[src/rtl/core/sspc_pkg.sv]
`timescale 1ns / 1ps
`default_nettype none

package sspc_pkg;

  // Default number of parameter bytes held per packet
  localparam int MAX_PARAMS_DEF = 16;

  // Header bytes and CRC polynomial
  localparam logic [7:0]  HDR_SYNC   = 8'hFF;
  localparam logic [7:0]  HDR_LAST   = 8'hFD;
  localparam logic [15:0] CRC_POLY   = 16'h8005;
  localparam logic [7:0]  ID_RST_VAL = 8'h01;

  // Byte positions within a packet
  localparam int POS_HDR_LAST = 2;
  localparam int POS_RSVD     = 3;
  localparam int POS_ID       = 4;
  localparam int POS_LEN      = 5;
  localparam int POS_ERR      = 8;
  localparam int POS_PARAM    = 9;

  // Length covers instruction, error and CRC bytes on top of the parameters
  localparam int LEN_BIAS = 4;

  typedef enum logic [2:0] {
    ST_OK     = 3'd0,
    ST_HEADER = 3'd1,
    ST_ID     = 3'd2,
    ST_CRC    = 3'd3,
    ST_LENGTH = 3'd4
  } status_t;

  typedef enum logic [1:0] {
    CS_IDLE,
    CS_RECV,
    CS_PARAM,
    CS_STATUS
  } ctrl_state_t;

  // What the current byte does to the packet
  typedef enum logic [1:0] {
    OC_NONE,
    OC_FINISH,
    OC_PASS
  } outcome_t;

  // Source of the next result word
  typedef enum logic [1:0] {
    LD_NONE,
    LD_BYTE,
    LD_PARAM,
    LD_OK
  } load_t;

  typedef struct packed {
    logic  take;
    load_t load;
    logic  idx_clr;
    logic  idx_inc;
  } dp_cmd_t;

  typedef struct packed {
    outcome_t outcome;
    logic     n_zero;
    logic     last_param;
  } dp_stat_t;

  // CRC-16, MSB first, one byte
  function automatic logic [15:0] crc16_byte(input logic [15:0] crc, input logic [7:0] b);
    logic [15:0] c;
    c = crc ^ {b, 8'h00};
    for (int k = 0; k < 8; k++) begin
      c = c[15] ? ({c[14:0], 1'b0} ^ CRC_POLY) : {c[14:0], 1'b0};
    end
    return c;
  endfunction

endpackage

`default_nettype wire

[src/rtl/core/sspc_ram.sv]
`timescale 1ns / 1ps
`default_nettype none

// Simple dual-port RAM, registered read
module sspc_ram #(
  parameter int WIDTH  = 8,
  parameter int DEPTH  = 16,
  parameter int ADDR_W = (DEPTH > 1) ? $clog2(DEPTH) : 1
) (
  input  wire logic              clk,
  input  wire logic              wr_en,
  input  wire logic [ADDR_W-1:0] wr_addr,
  input  wire logic [WIDTH-1:0]  wr_data,
  input  wire logic [ADDR_W-1:0] rd_addr,
  output logic      [WIDTH-1:0]  rd_data
);

  logic [WIDTH-1:0] mem [DEPTH];

  always_ff @(posedge clk) begin
    if (wr_en) begin
      mem[wr_addr] <= wr_data;
    end
    rd_data <= mem[rd_addr];
  end

endmodule

`default_nettype wire

[src/rtl/core/sspc_dp.sv]
`timescale 1ns / 1ps
`default_nettype none

module sspc_dp import sspc_pkg::*; #(
  parameter int MAX_PARAMS = MAX_PARAMS_DEF
) (
  input  wire logic       clk,
  input  wire logic       rst,
  input  wire logic       cfg_wr_en,
  input  wire logic [7:0] cfg_wr_data,
  input  wire logic [7:0] rx_byte,
  input  wire logic       frame_start,
  input  wire dp_cmd_t    cmd,
  output dp_stat_t        stat,
  output logic            item_kind,
  output logic [3:0]      param_index,
  output logic [7:0]      param_value,
  output logic [2:0]      status_code,
  output logic [7:0]      packet_id,
  output logic [7:0]      device_error,
  output logic [4:0]      param_count,
  output logic            last_item
);

  localparam int AW = (MAX_PARAMS > 1) ? $clog2(MAX_PARAMS) : 1;
  localparam int CW = $clog2(MAX_PARAMS + 1);
  localparam int PW = $clog2(MAX_PARAMS + POS_PARAM + 2);
  localparam logic [7:0] LEN_MAX = 8'(LEN_BIAS + MAX_PARAMS);

  // Packet registers
  logic [7:0]    expected_id;
  logic [PW-1:0] byte_position;
  logic [15:0]   crc_acc;
  logic [7:0]    length_low;
  logic [7:0]    received_id;
  logic [7:0]    error_byte;
  logic [7:0]    crc_low_rx;
  logic [CW-1:0] idx;

  // Current view, restart applied
  logic [PW-1:0] p_cur;
  logic [15:0]   crc_cur;
  logic [7:0]    len_cur, id_cur, err_cur, crcl_cur;
  logic [CW-1:0] n_cur, n_new, n_reg;
  logic [PW-1:0] param_end;
  logic [15:0]   crc_upd;

  logic [15:0]   crc_new;
  logic [7:0]    len_new, id_new, err_new, crcl_new;
  outcome_t      outcome;
  status_t       code;
  logic          st_we;

  logic [AW-1:0] rd_addr;
  logic [7:0]    rd_data;

  // Expected ID register
  always_ff @(posedge clk) begin
    if (rst) begin
      expected_id <= ID_RST_VAL;
    end else if (cfg_wr_en) begin
      expected_id <= cfg_wr_data;
    end
  end

  // Byte decode
  always_comb begin
    p_cur    = frame_start ? '0 : byte_position;
    crc_cur  = frame_start ? '0 : crc_acc;
    len_cur  = frame_start ? '0 : length_low;
    id_cur   = frame_start ? '0 : received_id;
    err_cur  = frame_start ? '0 : error_byte;
    crcl_cur = frame_start ? '0 : crc_low_rx;

    // stored length is either in range or zero
    n_cur     = (len_cur >= 8'(LEN_BIAS)) ? CW'(len_cur - 8'(LEN_BIAS)) : '0;
    param_end = PW'(POS_PARAM) + PW'(n_cur);
    crc_upd   = crc16_byte(crc_cur, rx_byte);

    crc_new  = crc_cur;
    len_new  = len_cur;
    id_new   = id_cur;
    err_new  = err_cur;
    crcl_new = crcl_cur;
    outcome  = OC_NONE;
    code     = ST_OK;
    st_we    = 1'b0;

    priority if (p_cur <= PW'(POS_HDR_LAST)) begin
      crc_new = crc_upd;
      if (rx_byte != ((p_cur == PW'(POS_HDR_LAST)) ? HDR_LAST : HDR_SYNC)) begin
        outcome = OC_FINISH;
        code    = ST_HEADER;
      end
    end else if (p_cur == PW'(POS_RSVD)) begin
      crc_new = crc_upd;
    end else if (p_cur == PW'(POS_ID)) begin
      crc_new = crc_upd;
      id_new  = rx_byte;
      if (rx_byte != expected_id) begin
        outcome = OC_FINISH;
        code    = ST_ID;
      end
    end else if (p_cur == PW'(POS_LEN)) begin
      crc_new = crc_upd;
      if (rx_byte < 8'(LEN_BIAS) || rx_byte > LEN_MAX) begin
        len_new = '0;
        outcome = OC_FINISH;
        code    = ST_LENGTH;
      end else begin
        len_new = rx_byte;
      end
    end else if (p_cur < PW'(POS_PARAM)) begin
      crc_new = crc_upd;
      if (p_cur == PW'(POS_ERR)) begin
        err_new = rx_byte;
      end
    end else if (p_cur < param_end) begin
      crc_new = crc_upd;
      st_we   = 1'b1;
    end else if (p_cur == param_end) begin
      crcl_new = rx_byte;
    end else begin
      // CRC high byte decides the packet
      if (crcl_cur == crc_cur[7:0] && rx_byte == crc_cur[15:8]) begin
        outcome = OC_PASS;
      end else begin
        outcome = OC_FINISH;
        code    = ST_CRC;
      end
    end

    n_new = (len_new >= 8'(LEN_BIAS)) ? CW'(len_new - 8'(LEN_BIAS)) : '0;
    n_reg = (length_low >= 8'(LEN_BIAS)) ? CW'(length_low - 8'(LEN_BIAS)) : '0;

    stat.outcome    = outcome;
    stat.n_zero     = (n_new == '0);
    stat.last_param = ((idx + CW'(1)) == n_reg);

    // read address runs one ahead when the index advances
    if (cmd.idx_clr) begin
      rd_addr = '0;
    end else if (cmd.idx_inc) begin
      rd_addr = AW'(idx + CW'(1));
    end else begin
      rd_addr = AW'(idx);
    end
  end

  // Packet state update
  always_ff @(posedge clk) begin
    if (rst) begin
      byte_position <= '0;
      crc_acc       <= '0;
      length_low    <= '0;
      received_id   <= '0;
      error_byte    <= '0;
      crc_low_rx    <= '0;
      idx           <= '0;
    end else begin
      if (cmd.take) begin
        byte_position <= p_cur + PW'(1);
        crc_acc       <= crc_new;
        length_low    <= len_new;
        received_id   <= id_new;
        error_byte    <= err_new;
        crc_low_rx    <= crcl_new;
      end
      if (cmd.idx_clr) begin
        idx <= '0;
      end else if (cmd.idx_inc) begin
        idx <= idx + CW'(1);
      end
    end
  end

  // Parameter store
  sspc_ram #(
    .WIDTH (8),
    .DEPTH (MAX_PARAMS)
  ) u_store (
    .clk     (clk),
    .wr_en   (cmd.take && st_we),
    .wr_addr (AW'(p_cur - PW'(POS_PARAM))),
    .wr_data (rx_byte),
    .rd_addr (rd_addr),
    .rd_data (rd_data)
  );

  // Result word register
  always_ff @(posedge clk) begin
    unique case (cmd.load)
      LD_NONE: ;
      LD_BYTE: begin
        item_kind    <= 1'b1;
        param_index  <= '0;
        param_value  <= '0;
        status_code  <= code;
        packet_id    <= id_new;
        device_error <= err_new;
        param_count  <= 5'(n_new);
        last_item    <= 1'b1;
      end
      LD_PARAM: begin
        item_kind    <= 1'b0;
        param_index  <= 4'(idx);
        param_value  <= rd_data;
        status_code  <= ST_OK;
        packet_id    <= received_id;
        device_error <= error_byte;
        param_count  <= 5'(n_reg);
        last_item    <= 1'b0;
      end
      LD_OK: begin
        item_kind    <= 1'b1;
        param_index  <= '0;
        param_value  <= '0;
        status_code  <= ST_OK;
        packet_id    <= received_id;
        device_error <= error_byte;
        param_count  <= 5'(n_reg);
        last_item    <= 1'b1;
      end
    endcase
  end

endmodule

`default_nettype wire

[config.mk]
export PLATFORM = sky130hd
export DESIGN_NAME = sspc_dp
export DESIGN_NICKNAME = d
export VERILOG_FILES = /design/src/rtl/core/sspc_pkg.sv /design/src/rtl/core/sspc_ram.sv /design/src/rtl/core/sspc_dp.sv
export SDC_FILE = /design/constraint.sdc
export NUM_CORES = 1
export LEC_CHECK = 0
export ABC_AREA = 1
export BUFFER_PORTS_ARGS = -buffer_cell sky130_fd_sc_hd__buf_2
export CAP_MARGIN = 25
export CORE_UTILIZATION = 55
export DETAILED_ROUTE_END_ITERATION = 7
export PLACE_DENSITY = 0.78
export SLEW_MARGIN = 30
export SYNTH_ARGS = -nofsm -noshare
export SYNTH_HDL_FRONTEND = slang
export SYNTH_SLANG_ARGS = --single-unit
[constraint.sdc]
create_clock -name clk -period 3.27 [get_ports clk]
set_input_delay 0 -clock clk [delete_from_list [all_inputs] [get_ports clk]]
set_output_delay 0 -clock clk [all_outputs]
set_load 0.02 [all_outputs]
==> results.cfg <==
[setup_path]
crit_path_max_incr_delay_ps = 330
r2r_cells = 17
cp_num_cells = 21
critPathBufInv = 5
crit_type = flip-flop to primary output
cp_max_fo = 3
cp-end-kind = primary output
cp_common_cell = nand2_1
critPathTopFamily = simple AND/OR/NAND/NOR gates
cp_cell_sequence = inv_2 -> nor2_4 -> nor4_4 -> nand3_2 -> inv_4 -> nor2_4 -> ha_2 -> nand2_1 -> nand2_1 -> xor2_1 -> ha_1 -> nand2_2 -> inv_2 -> nand3_4 -> o221ai_4 -> buf_6 -> nand4_1 -> nand2_1 -> nand2_1 -> nand3_2 -> buf_6
crit_required_ps = 3270
critPathSlowestCell = dfxtp_2
crit_arrival_ps = 3480
worstSetupStartpointType = flip-flop

[yosys]
synth-simple-area-share = 0.166
synthArstFlopShare = 0
synth_xor_area_frac = 0.0299
synthAdderAreaFrac = 0.0233
avgSynthCellArea_um2 = 9.63
syn-instance-count = 1173
synthesis.area_um2 = 11300
synthMuxAreaShare = 0
synth.distinct_cells = 51
synth_top_family_by_area = simple AND/OR/NAND/NOR gates
synth_seq_cells = 239
syn_nets = 1219
synth-edff-count = 165
synth_compound_area_frac = 0.146
yosysWarnings = 0
yosysSeqAreaShare = 0.570
synth_flop_cell = edfxtp_1

[placement]
place_congestion = 0.932
port_buffers = 66
place_ws_ps = -257
placement.cell_area_um2 = 12100
hpwlAfterDp_mm = 17.7

[cts]
htreeDepth = 1
clockBufferDepth = 3
clock_sinks = 239
cts_tree = built
cts_root_buffer = clkbuf_16
numCtsBuffers = 24
clk_pin_slew_worst_paths_ps = 60
clk_latency_ps = 530

[pwr]
switchingPower_uw = 1720
power_density_nw_per_um2 = 517
p_total_uw = 6930
pwr-share-clk = 0.401
combPwrFrac = 0.114
power.leakage_uw = 0.00531
seqPwrFrac = 0.485
ir_drop_v = 0.000301
swShare = 0.248
internal_power_uw = 5210

[timing]
fin_skew_ps = 16.7
final_hold_viol_count = 0
slew_headroom = 0.408
rsz0062_at_grt = true
period_share = 1.06
timing.hold.ws_ps = 34.6
setup_slack_ps = -209
fin_crit_ps = 3480
final_max_slew_viol_count = 0
setup_viol = 130
max_slew.worst_pin.slew_ps = 887
fmax_mhz = 287

[floorplanning]
die_w_um = 145
die_area_um2 = 21100
start_util = 0.560
core_um2 = 20200
ios = 67
rows = 52
die_y_um = 145

[grt]
grt_pass1_wl_mm = 44.5
overflow = 0
grt_usage = 0.265
antenna_found_initial = 0
grt_max_degree = 74
grt_pass1_vias = 8716

[detailed_routing]
wl_mm = 28.1
vias_per_cell = 5.73
drt-initial-drc-count = 925
vias = 9052
wl_per_cell_um = 17.8
drc = 0
ant_nets = 0
dr.pass1.iters = 6

[layout]
n_antenna_cell = 0
final_cell_mix = edfxtp_1 (165), nand2_1 (152), o21ai_0 (150), nor2_1 (124), inv_1 (101)
final_layout_size_suffix_gt1_frac = 0.201
fin_area_um2 = 13400
area_growth_syn_to_layout_pct = 18.5
nets = 1337
final_common_cell = edfxtp_1

[outcome]
violations = setup timing
status = finished, violations left

[job]
max-cap-violations = 0

[worst_hold_path]
hold_depth = 2
hold_path.class = input pin to flip-flop
timing repair:
item / 4_1_cts / 5_1_grt
endpoints found under the setup margin: 146 / 155
gates cloned: 0 / 0
pin swaps: 12 / 11
setup buffers: 4 / 1
resized for setup: 24 / 18
hold buffers: 29 / 0
endpoints found under the hold margin: 29 / 0
synthesized netlist by cell type, drive strengths merged, types with 7 or more instances:
cell type / number / area, um^2
inv: 119 / 454
a21oi: 65 / 337
o221ai: 34 / 298
nor2: 151 / 624
dfxtp: 74 / 1480
o22ai: 7 / 56.3
nand3: 81 / 475
xor2: 19 / 215
xnor2: 14 / 123
buf: 20 / 134
o211ai: 9 / 67.6
o21ai: 156 / 788
nand2: 167 / 659
a31oi: 7 / 58.8
clkbuf: 40 / 151
ha: 21 / 263
edfxtp: 165 / 4950
cell type report:
| type | instances | area [um^2] |
|---|---|---|
| timing repair buffer | 152 | 1060 |
| clock inverter | 16 | 138 |
| inverter | 120 | 460 |
| fill | 1522 | 6780 |
| multi-input combinational | 754 | 4290 |
| clock buffer | 28 | 668 |
| tap | 270 | 338 |
| sequential | 239 | 6440 |
power groups by stage:
stage	logic, uW	clock network, uW	registers, uW
2_1_floorplan	436	0	3470
3_3_place_gp	699	0	3420
3_5_place_dp	713	0	3420
6_report	792	2780	3360
5_1_grt	867	2930	3370
4_1_cts	769	2800	3360
path summary, 6_finish.rpt:
| kind | from | end | slack (ps) |
|---|---|---|---|
| setup reg to reg | length_low[5] | u_store.mem[4][2] | -70 |
| hold / removal | cmd[4] | byte_position[0] | 30 |
| hold reg to reg | crc_acc[0] | crc_acc[0] | 460 |
| setup / recovery | length_low[5] | stat[2] | -210 |
flip-flops by register name, indices dropped and copies added, names as in the netlist:
name and cells:
last_item 1, param_index 4, crc_low_rx 8, status_code 3
u_store.mem 128, received_id 8, param_value 8, param_count 5
device_error 8, idx 5, packet_id 8, crc_acc 16
u_store.rd_data 8, error_byte 8, length_low 8, byte_position 5
expected_id 8
metrics by stage:
stage	setup TNS, ps	utilization	cells
finish	-4740	0.664	1579
floorplan	-7540	-	1173
global route	-28660	0.664	1579
detailed placement	-26210	0.601	1501
CTS	-15090	0.661	1578
global placement	-5380	0.601	1501
metal layers:
metal	vias up	share of wire	track usage
li1	4284	-	-
met1	4259	0.40	0.340
met2	448	0.49	0.457
met3	61	0.079	0.0431
met4	0	0.026	0.0905
met5	-	0	0
cell families after synthesis:
| group | Yosys count |
|---|---|
| compound gates | 283 |
| xor+xnor | 33 |
| fa+ha+maj | 21 |
| buf+inv | 180 |
| flops | 239 |
| simple gates | 417 |
worst register-to-register path, cell delays in order (launching register included):
cell	delay, ps
dfxtp_2	330
inv_2	60
nor2_4	40
nor4_4	300
nand3_2	150
inv_4	110
nor2_4	50
ha_2	180
buf_4	130
xor2_1	170
ha_1	370
a21oi_2	200
o221ai_4	140
nor3_1	200
buf_4	180
nand2_2	130
nor2_2	130
buf_4	180
No activity file was read; power rests on OpenSTA's default activity.
